==> src/rtl/core/fixed_q16_divide_saturating_unit_defines.svh <==
// Assertion helpers for the 16.16 divider.
`ifndef FIXED_Q16_DIVIDE_SATURATING_UNIT_DEFINES_SVH
`define FIXED_Q16_DIVIDE_SATURATING_UNIT_DEFINES_SVH

// Same-cycle implication, checked out of reset.
`define FQDIV_ASSERT_NOW(lbl, ante, cons, msg) \
  lbl: assert property (@(posedge clk_i) disable iff (!rst_ni) (ante) |-> (cons)) \
    else $error(msg);

// Next-cycle implication, checked out of reset.
`define FQDIV_ASSERT_NEXT(lbl, ante, cons, msg) \
  lbl: assert property (@(posedge clk_i) disable iff (!rst_ni) (ante) |=> (cons)) \
    else $error(msg);

`endif

==> src/rtl/core/fqdiv_pkg.sv <==
`default_nettype none

package fqdiv_pkg;

  localparam int unsigned DATA_W      = 32;
  localparam int unsigned FRAC_BITS   = 16;
  localparam int unsigned GUARD_SHIFT = 14;
  localparam int unsigned STEPS       = DATA_W;
  localparam int unsigned CNT_W       = $clog2(STEPS);

  localparam logic [DATA_W-1:0] POS_SAT = 32'h7FFF_FFFF;
  localparam logic [DATA_W-1:0] NEG_SAT = 32'h8000_0000;

  typedef enum logic [1:0] {
    ST_IDLE,
    ST_CHECK,
    ST_CALC,
    ST_FINISH
  } state_e;

  // Commands from controller to datapath.
  typedef struct packed {
    logic load;   // capture operand magnitudes and sign
    logic init;   // seed remainder, latch overflow guard
    logic step;   // one restoring quotient bit
    logic store;  // write the result register
  } cmd_t;

  // Status from datapath to controller.
  typedef struct packed {
    logic guard;  // quotient magnitude would reach 2^30 or divisor is zero
  } sts_t;

endpackage

`default_nettype wire

==> src/rtl/core/fqdiv_dpath.sv <==
`default_nettype none

module fqdiv_dpath (
  input  wire logic                           clk_i,
  input  wire fqdiv_pkg::cmd_t                cmd_i,
  input  wire logic [fqdiv_pkg::DATA_W-1:0]   dividend_i,
  input  wire logic [fqdiv_pkg::DATA_W-1:0]   divisor_i,
  output fqdiv_pkg::sts_t                     sts_o,
  output logic      [fqdiv_pkg::DATA_W-1:0]   quotient_o,
  output logic                                saturated_o
);

  localparam int unsigned W  = fqdiv_pkg::DATA_W;
  localparam int unsigned FB = fqdiv_pkg::FRAC_BITS;

  logic [W-1:0] a_mag_q, b_mag_q;
  logic         unlike_q;
  logic [W-1:0] rem_q, rem_d;
  logic [W-1:0] num_q, num_d;
  logic         sat_q;
  logic [W-1:0] quot_q, quot_d;
  logic         out_sat_q;

  logic [W-1:0] a_abs, b_abs;
  logic         guard;
  logic [W:0]   rem_ext;
  logic [W:0]   diff;
  logic         geq;
  logic [W-1:0] q_neg;

  assign a_abs = dividend_i[W-1] ? (~dividend_i + 1'b1) : dividend_i;
  assign b_abs = divisor_i[W-1]  ? (~divisor_i + 1'b1)  : divisor_i;

  assign guard = (a_mag_q >> fqdiv_pkg::GUARD_SHIFT) >= b_mag_q;
  assign sts_o.guard = guard;

  // Restoring step: shift in the next numerator bit, subtract if it fits.
  assign rem_ext = {rem_q, num_q[W-1]};
  assign diff    = rem_ext - {1'b0, b_mag_q};
  assign geq     = rem_ext >= {1'b0, b_mag_q};

  always_comb begin
    rem_d = rem_q;
    num_d = num_q;
    if (cmd_i.init) begin
      // Upper part of |a| << 16 is below |b| once the guard has passed.
      rem_d = {{FB{1'b0}}, a_mag_q[W-1:FB]};
      num_d = {a_mag_q[FB-1:0], {FB{1'b0}}};
    end else if (cmd_i.step) begin
      rem_d = geq ? diff[W-1:0] : rem_ext[W-1:0];
      num_d = {num_q[W-2:0], geq};
    end
  end

  assign q_neg = ~num_q + 1'b1;

  always_comb begin
    if (sat_q) begin
      quot_d = unlike_q ? fqdiv_pkg::NEG_SAT : fqdiv_pkg::POS_SAT;
    end else begin
      quot_d = unlike_q ? q_neg : num_q;
    end
  end

  always_ff @(posedge clk_i) begin
    if (cmd_i.load) begin
      a_mag_q  <= a_abs;
      b_mag_q  <= b_abs;
      unlike_q <= dividend_i[W-1] ^ divisor_i[W-1];
    end
    if (cmd_i.init) begin
      sat_q <= guard;
    end
    rem_q <= rem_d;
    num_q <= num_d;
    if (cmd_i.store) begin
      quot_q    <= quot_d;
      out_sat_q <= sat_q;
    end
  end

  assign quotient_o  = quot_q;
  assign saturated_o = out_sat_q;

endmodule

`default_nettype wire

==> src/rtl/core/fqdiv_ctrl.sv <==
`default_nettype none

module fqdiv_ctrl (
  input  wire logic            clk_i,
  input  wire logic            rst_ni,
  input  wire logic            in_valid_i,
  output logic                 in_ready_o,
  output logic                 out_valid_o,
  input  wire logic            out_ready_i,
  input  wire fqdiv_pkg::sts_t sts_i,
  output fqdiv_pkg::cmd_t      cmd_o
);

  localparam int unsigned CW = fqdiv_pkg::CNT_W;
  localparam logic [CW-1:0] LAST = CW'(fqdiv_pkg::STEPS - 1);

  fqdiv_pkg::state_e state_q, state_d;
  logic [CW-1:0]     cnt_q, cnt_d;
  logic              oval_q, oval_d;
  logic              out_free;

  assign out_free = !oval_q || out_ready_i;

  always_ff @(posedge clk_i or negedge rst_ni) begin
    if (!rst_ni) begin
      state_q <= fqdiv_pkg::ST_IDLE;
      cnt_q   <= '0;
      oval_q  <= 1'b0;
    end else begin
      state_q <= state_d;
      cnt_q   <= cnt_d;
      oval_q  <= oval_d;
    end
  end

  always_comb begin
    state_d    = state_q;
    cnt_d      = cnt_q;
    cmd_o      = '0;
    in_ready_o = 1'b0;
    oval_d     = oval_q && !out_ready_i;
    case (state_q)
      fqdiv_pkg::ST_IDLE: begin
        in_ready_o = 1'b1;
        if (in_valid_i) begin
          cmd_o.load = 1'b1;
          state_d    = fqdiv_pkg::ST_CHECK;
        end
      end
      fqdiv_pkg::ST_CHECK: begin
        cmd_o.init = 1'b1;
        cnt_d      = '0;
        // Skip the iterations on overflow or a zero divisor.
        state_d    = sts_i.guard ? fqdiv_pkg::ST_FINISH : fqdiv_pkg::ST_CALC;
      end
      fqdiv_pkg::ST_CALC: begin
        cmd_o.step = 1'b1;
        cnt_d      = cnt_q + 1'b1;
        if (cnt_q == LAST) begin
          state_d = fqdiv_pkg::ST_FINISH;
        end
      end
      fqdiv_pkg::ST_FINISH: begin
        // Hold until the output register is free.
        if (out_free) begin
          cmd_o.store = 1'b1;
          oval_d      = 1'b1;
          state_d     = fqdiv_pkg::ST_IDLE;
        end
      end
      default: begin
        state_d = fqdiv_pkg::ST_IDLE;
      end
    endcase
  end

  assign out_valid_o = oval_q;

endmodule

`default_nettype wire

==> src/rtl/core/fixed_q16_divide_saturating_unit.sv <==
// Channel   Dir  Beat fields (tdata low bit up)          tuser
// s_axis    in   dividend[31:0], divisor[63:32]          -
// m_axis    out  quotient[31:0]                          saturated
//
// An item passes from accept to result register by taking magnitudes, testing
// the overflow guard, 32 restoring-division steps (one quotient bit per
// cycle) and writing the result, which waits until the output register is
// free. A saturated item skips the 32 steps.
// A new beat can be accepted in the cycle after the result is written, while that
// result may still wait in the output register. Reset is async, active low.
`default_nettype none

`include "fixed_q16_divide_saturating_unit_defines.svh"

module fixed_q16_divide_saturating_unit (
  input  wire logic        clk_i,
  input  wire logic        rst_ni,
  input  wire logic        s_axis_tvalid,
  output logic             s_axis_tready,
  input  wire logic [63:0] s_axis_tdata,   // dividend[31:0], divisor[63:32]
  output logic             m_axis_tvalid,
  input  wire logic        m_axis_tready,
  output logic [31:0]      m_axis_tdata,   // quotient[31:0]
  output logic             m_axis_tuser    // saturated
);

  localparam int unsigned W = fqdiv_pkg::DATA_W;

  fqdiv_pkg::cmd_t cmd;
  fqdiv_pkg::sts_t sts;

  fqdiv_ctrl u_ctrl (
    .clk_i      (clk_i),
    .rst_ni     (rst_ni),
    .in_valid_i (s_axis_tvalid),
    .in_ready_o (s_axis_tready),
    .out_valid_o(m_axis_tvalid),
    .out_ready_i(m_axis_tready),
    .sts_i      (sts),
    .cmd_o      (cmd)
  );

  fqdiv_dpath u_dpath (
    .clk_i      (clk_i),
    .cmd_i      (cmd),
    .dividend_i (s_axis_tdata[W-1:0]),
    .divisor_i  (s_axis_tdata[2*W-1:W]),
    .sts_o      (sts),
    .quotient_o (m_axis_tdata),
    .saturated_o(m_axis_tuser)
  );

  `FQDIV_ASSERT_NOW(a_sat_value, m_axis_tvalid && m_axis_tuser, m_axis_tdata == fqdiv_pkg::POS_SAT || m_axis_tdata == fqdiv_pkg::NEG_SAT, "saturated beat carries a non-saturated value")
  `FQDIV_ASSERT_NOW(a_norm_range, m_axis_tvalid && !m_axis_tuser, m_axis_tdata != fqdiv_pkg::NEG_SAT, "normal quotient out of range")
  `FQDIV_ASSERT_NEXT(a_busy_after_accept, s_axis_tvalid && s_axis_tready, !s_axis_tready, "accepted a beat while dividing")

endmodule

`default_nettype wire

==> config.mk <==
export PLATFORM = sky130hd
export DESIGN_NAME = fixed_q16_divide_saturating_unit
export DESIGN_NICKNAME = d
export VERILOG_FILES = /design/src/rtl/core/fqdiv_pkg.sv /design/src/rtl/core/fqdiv_dpath.sv /design/src/rtl/core/fqdiv_ctrl.sv /design/src/rtl/core/fixed_q16_divide_saturating_unit.sv
export VERILOG_INCLUDE_DIRS = /design/src /design/src/rtl/core
export SDC_FILE = /design/constraint.sdc
export NUM_CORES = 1
export LEC_CHECK = 0
export BUFFER_PORTS_ARGS = -buffer_cell sky130_fd_sc_hd__buf_4
export CAP_MARGIN = 20
export CORE_AREA = 2 2 235 191
export CTS_BUF_LIST = sky130_fd_sc_hd__clkbuf_16
export DETAILED_ROUTE_END_ITERATION = 16
export DIE_AREA = 0 0 237 193
export GPL_ROUTABILITY_DRIVEN = 1
export SLEW_MARGIN = 20
export SYNTH_ARGS = -nofsm -noshare
export SYNTH_HDL_FRONTEND = slang
export SYNTH_HIERARCHICAL = 1
export SYNTH_SLANG_ARGS = --single-unit
==> constraint.sdc <==
create_clock -name clk_i -period 3.7 [get_ports clk_i]
set_input_delay 0.74 -clock clk_i [delete_from_list [all_inputs] [get_ports clk_i]]
set_output_delay 0.74 -clock clk_i [all_outputs]
set_load 0.1 [all_outputs]
* Yosys cells after proc, flatten, opt, wreduce, memory -nomap -nowiden
Index checks and enable logic that the tools add are counted.
** Word-level totals
- Bits in latches :: 0
- Memories kept :: 0
- Bits in read-only memories :: 0
- Bits in writable memories :: 0
- Register bits :: 171
- Output and inout port bits :: 35
- Word-level logic and storage cells :: 66
** Operators by class
- $mul :: 0
- $add $sub $neg :: 5
- Shift operators :: 0
- Muxes and demuxes :: 25
- Divide/modulo/power cells :: 0
- $lt $le $gt $ge :: 2
- Equal/unequal tests :: 7
- Reductions and logical operators :: 8
- Bitwise operators :: 4
** Operators by type and width (count)
- 32-bit 2-to-1 mux :: 6
- 32-bit by 1-bit adder with 32-bit output, second input constant :: 3
- 32-bit inverter :: 3
- 31-bit 2-to-1 mux :: 2
- 33-bit by 32-bit greater-or-equal comparator with 1-bit output :: 1
- 18-bit by 32-bit greater-or-equal comparator with 1-bit output :: 1
- 16-bit 2-to-1 mux :: 2
- 32-bit subtractor :: 1
- 1-bit 2-to-1 mux :: 10
- 5-bit one-hot mux with 2 select lines :: 1
- 2-bit one-hot mux with 4 select lines :: 1
- 2-bit 2-to-1 mux :: 3
- 5-bit by 1-bit adder with 5-bit output, second input constant :: 1
- 5-bit == test, second input constant :: 1
- 2-bit == test, second input constant :: 2
- 2-bit by 1-bit != test with 1-bit output, second input constant :: 2
- 2-bit nonzero test :: 2
- 3-bit AND reduction :: 1
- 2-bit by 1-bit == test with 1-bit output, second input constant :: 1
- 1-bit zero test :: 2
- 2-bit zero test :: 1
- 2-bit != test, second input constant :: 1
- 1-bit logical AND :: 1
- 1-bit logical OR :: 1
- 1-bit XOR :: 1

* Depth between registers and ports, before layout
- Word-level depth :: 4
- Depth in mapped cells :: 13
- Mapped depth without buffers :: 13

* By module
The synthesis kept the hierarchy.
** Modules (own cells, without submodules)
- fqdiv_dpath :: cells each 1041, instances 1, area an instance 10258.6 um^2
- fqdiv_ctrl :: cells each 49, instances 1, area an instance 501.7 um^2

* Least setup slack after synthesis
No wires, ideal clock.
- Path kind :: register -> register
- From :: register u_ctrl.state_q[0]
- To :: register u_dpath.a_mag_q[0], enable pin
- Period minus slack after synthesis :: 3.441 ns
- Required time :: 3.270 ns
- Library setup time :: 0.430 ns
- Buffers on the path :: 0
- Slack :: 0.259 ns
- Stages on the path, launching flop included :: 4
- Arrival time :: 3.011 ns
- Cell sequence :: dfrtp_1 -> inv_1 -> ha_1 -> and2_1
** RTL lines
- start, declared :: RTL line fqdiv_ctrl.sv:17 : fqdiv_pkg::state_e state_q, state_d;
- start signal, assigned :: RTL line fqdiv_ctrl.sv:26 : state_q <= fqdiv_pkg::ST_IDLE;
- start signal, assigned :: RTL line fqdiv_ctrl.sv:30 : state_q <= state_d;
- end signal, assigned :: RTL line fqdiv_dpath.sv:67 : a_mag_q <= a_abs;
- end, declared :: RTL line fqdiv_dpath.sv:16 : logic [W-1:0] a_mag_q, b_mag_q;

* Worst setup path after layout
- From :: register u_dpath.num_q[0]
- To :: register u_dpath.quot_q[22], in the netlist u_dpath/quotient_o[22], data pin
** On the way
- Longest elaborated chain between the ends :: 4
** Ends and longest elaborated chain
- start, declared :: RTL line fqdiv_dpath.sv:19 : logic [W-1:0] num_q, num_d;
- start signal, assigned :: RTL line fqdiv_dpath.sv:75 : num_q <= num_d;
- 32-bit inverter :: RTL line fqdiv_dpath.sv:55 : assign q_neg = ~num_q + 1'b1;
- 32-bit by 1-bit adder with 32-bit output :: RTL line fqdiv_dpath.sv:55
- 32-bit 2-to-1 mux :: RTL line fqdiv_dpath.sv:61 : quot_d = unlike_q ? q_neg : num_q;
- 32-bit 2-to-1 mux :: RTL line fqdiv_dpath.sv:58 : if (sat_q) begin
- via u_dpath.quot_d[22] :: RTL line fqdiv_dpath.sv:21 : logic [W-1:0] quot_q, quot_d;
- end signal, assigned :: RTL line fqdiv_dpath.sv:77 : quot_q <= quot_d;
- end, declared :: RTL line fqdiv_dpath.sv:21
The timed path passes the listed nets, and every way through them passes these cells.
A chain may end at the register's enable or synchronous reset.

==> impl_metrics.csv <==
group,metric,value,unit
clock_tree,cts_hold_buf,0,
worst_setup_path,worstPathCellList,"inv_1 -> ha_1 -> or3b_2 -> or3_1 -> or3_1 -> nor4_1 -> nand2_1 -> o41ai_1 -> buf_4 -> nand2_1 -> xnor2_1",
yosys,yosysSeqAreaShare,44.37,%
clock_tree,cts-htree-levels,4,
yosys,synthMuxAreaShare,3.186,%
drt,drtPass1Iterations,5,
timing,fin_skew,0.01083,ns
worst_setup_path,critPathMaxStageDelay,0.48,ns
worst_setup_path,rrSetupSlack,0.36,ns
timing,holdWs,0.1148,ns
clock_tree,clockBufferDepth,2,
place,numPortBuffers,102,
pwr,p_total,11.09,mW
clock_tree,clock_sinks,171,
clock_tree,cts_tree,"yes",
yosys,synthAdderAreaFrac,7.163,%
place,place.gp.congestion,0.8212,
clock_tree,clockRootBuffer,"clkbuf_16",
yosys,synth-seq-cells,171,
pwr,sw_frac_of_total,46.56,%
worst_hold_path,hp-class,"input pin to async pin",
yosys,ys_warn_count,6,
yosys,synth_top_family_by_area,"compound AO/OA/AOI/OAI gates",
pwr,seqPwrFrac,30.7,%
timing,period_needed,3.345,ns
yosys,avgSynthCellArea,9.872,sq um
timing,post-route-period-util,90.40,%
final_layout,drive_gt1_share,15.19,%
worst_setup_path,startpoint,"u_dpath/num_q[0]",
timing,hold_viol,0,
pwr,p_int,5.928,mW
yosys,synth_edf_count,131,
yosys,synthesis.area,0.01076,sq mm
floorplan,die_area,0.04574,sq mm
clock_tree,clk_pin_slew_worst_paths,0.07,ns
clock_tree,cts_setup_buffers,0,
yosys,synthXorXnorAreaFrac,7.570,%
place,dp_worst_setup_slack,0.005541,ns
worst_setup_path,crit_path_top_delay_cell,"or3b_2",
timing,slew_violations,0,
timing,setup_tns,0,ns
floorplan,start_util,24.68,%
pwr,power_frac_clock,15.3,%
yosys,synth-simple-area-share,15.86,%
floorplan,ios,103,
final_layout,post-route-util,29.34,%
grt,grt_use_met2,18.30,%
floorplan,fp.dieW,237,microns
floorplan,die_h,193,microns
grt,use_met3,2.036,%
timing,setup_viol,0,
clock_tree,cts_resized,0,
drt,wl,27610,microns
floorplan,rows,69,
final_layout,diodes,0,
outcome,outcome,"completed",
pwr,cellPowerDensity,867.2,mW/mm^2
clock_tree,clk_latency,0.44,ns
timing,rsz0062_at_grt,"false",
grt,grt_pass1_wl,43910,microns
drt,vias,8526,
drt,via_per_inst,4.828,
timing,slew_headroom,40.19,%
yosys,synth_nets,1219,
grt,met1_usage,17.61,%
place,place_area,0.01225,sq mm
pwr,comb_power_share,54.0,%
worst_setup_path,arrival,3.54,ns
place,post-place-cells,1734,
final_layout,stdcell_count,1766,
pwr,peakVddDrop,0.4323,mV
grt,antenna_found_initial,1,
final_layout,fillCellCount,4432,
yosys,ys_async_sr_fraction,4.678,%
pwr,p_switching,5.165,mW
yosys,postSynthCellCount,1090,
pwr,leakagePower,4.912,nW
grt,top_usage_layer,"met2",
floorplan,core-area,0.04360,sq mm
grt,grt_pass1_vias,8185,
final_layout,area_growth,18.88,%
worst_setup_path,reg2regPathDepth,11,
worst_setup_path,setup.worst_path.start_class,"register",
drt,dr.first_iter.drc_count,568,
worst_setup_path,crit_type,"register to register",
yosys,yosys_most_used_dff,"edfxtp_1",
grt,track_usage,12.16,%
worst_setup_path,cp-end-kind,"register",
final_layout,final_area,0.01279,sq mm
timing,worst_slack,0.3552,ns
job,cap_violations,0,
grt,grt_overflow,0,
yosys,synth.distinct_cells,71,
final_layout,fin_nets,1314,
drt,drc,0,
place,hpwl,20680,microns
drt,wl_per_cell,15.63,microns
yosys,synth-compound-area-share,17.99,%
grt,grt_max_degree,66,
worst_setup_path,reg2reg_from,"u_dpath/num_q[0]",
clock_tree,cts-buffers-inserted,17,
worst_setup_path,crit_fanout,5,
worst_setup_path,cp.required,3.90,ns
drt,ant_nets,0,
timing,timing.fmax,299.0,MHz
timing,worst-slew-pin-transition,0.8971,ns
## final timing paths
| path | endpoint |
|---|---|
| worst max register to register | u_dpath/quotient_o[22] |
| max in group asynchronous | u_ctrl/out_valid_o |
| worst min-delay path | u_ctrl/state_q[0] |
| min in group clk_i | u_dpath/rem_q[23] |
| worst min register to register | u_dpath/rem_q[23] |
| worst max-delay path | u_dpath/quotient_o[22] |
## critical path: cells and delay by family (launching register included)
kind,cells,cell delay [ns]
AND/OR/NAND/NOR,6,1.87
flip-flops,1,0.35
AO/OA/AOI/OAI,1,0.29
buffers and inverters,2,0.28
adder cells (fa/ha/maj),1,0.17
XOR/XNOR,1,0.13
## synthesized netlist by cell type (all sizes together) (11+ instances only)
cell type / count / share of area [%]
a211oi: 14 / 0.98
a21o: 24 / 1.7
a21oi: 33 / 1.5
a22o: 15 / 1.2
a31oi: 11 / 0.64
clkbuf: 46 / 1.6
dfxtp: 32 / 6.0
edfxtp: 131 / 37
ha: 60 / 7.0
inv: 56 / 2.0
mux2i: 32 / 3.0
nand2: 101 / 3.5
nand2b: 15 / 0.94
nand3: 16 / 0.74
nand3b: 13 / 0.91
nor2: 87 / 3.0
nor2b: 14 / 0.81
nor3: 21 / 0.98
o21ai: 73 / 3.4
o311ai: 20 / 1.7
o31ai: 25 / 1.9
o41ai: 12 / 0.98
or3: 27 / 1.7
xnor2: 69 / 5.6
xor2: 24 / 2.0
## power groups by stage
| stage | Clock [mW] | Sequential [mW] | Combinational, mW |
|---|---|---|---|
| global placement | 0 | 3.42 | 5.89 |
| global route | 1.84 | 3.48 | 6.57 |
| floorplan | 0 | 4.30 | 3.56 |
| CTS | 1.76 | 3.41 | 5.99 |
| finish | 1.70 | 3.41 | 5.99 |
| detailed placement | 0 | 3.44 | 5.98 |
## per-layer routing
metal | share of wire [%] | up-vias
met5 | 0 | -
met4 | 1.4 | 0
met3 | 3.5 | 21
met2 | 43 | 192
met1 | 52 | 4076
li1 | - | 4237
## registers in the layout (all words and copies together), names as in the netlist
signal	flops
u_dpath/unlike_q	1
u_dpath/quotient_o	32
u_dpath/num_q	32
u_ctrl/state_q	2
u_dpath/sat_q	1
u_ctrl/out_valid_o	1
u_ctrl/cnt_q	5
u_dpath/a_mag_q	32
u_dpath/b_mag_q	32
u_dpath/rem_q	32
u_dpath/saturated_o	1
## cell usage in the layout (no fill, tap or decap), types with 24 or more instances in the layout
master,synthesis,routed
mux2i_1,32,32
or3_1,25,25
buf_4,0,129
o21ai_0,73,73
ha_1,60,58
edfxtp_1,131,131
nor2_1,87,87
inv_1,56,58
dfxtp_1,32,32
xor2_1,24,24
xnor2_1,69,69
nand2_1,101,101
a21o_1,24,24
a21oi_1,33,33
## kinds of logic (layout without fill, tap and decap cells)
family	count (synthesis)	after routing
AO/OA/AOI/OAI	276	276
XOR/XNOR	93	93
adder cells (fa/ha/maj)	61	61
buffers and inverters	110	218
flip-flops	171	171
multiplexers	34	34
AND/OR/NAND/NOR	345	345
## cell type report
type	count	area, sq um	area share [%]
timing repair buffer	129	968.4	7.570
tap	568	710.7	5.556
sequential	171	4775	37.32
clock inverter	14	91.34	0.7140
clock buffer	18	450.4	3.521
multi-input combinational	809	5583	43.64
inverter	57	214.0	1.673
Power figures use the tool's default switching activity.
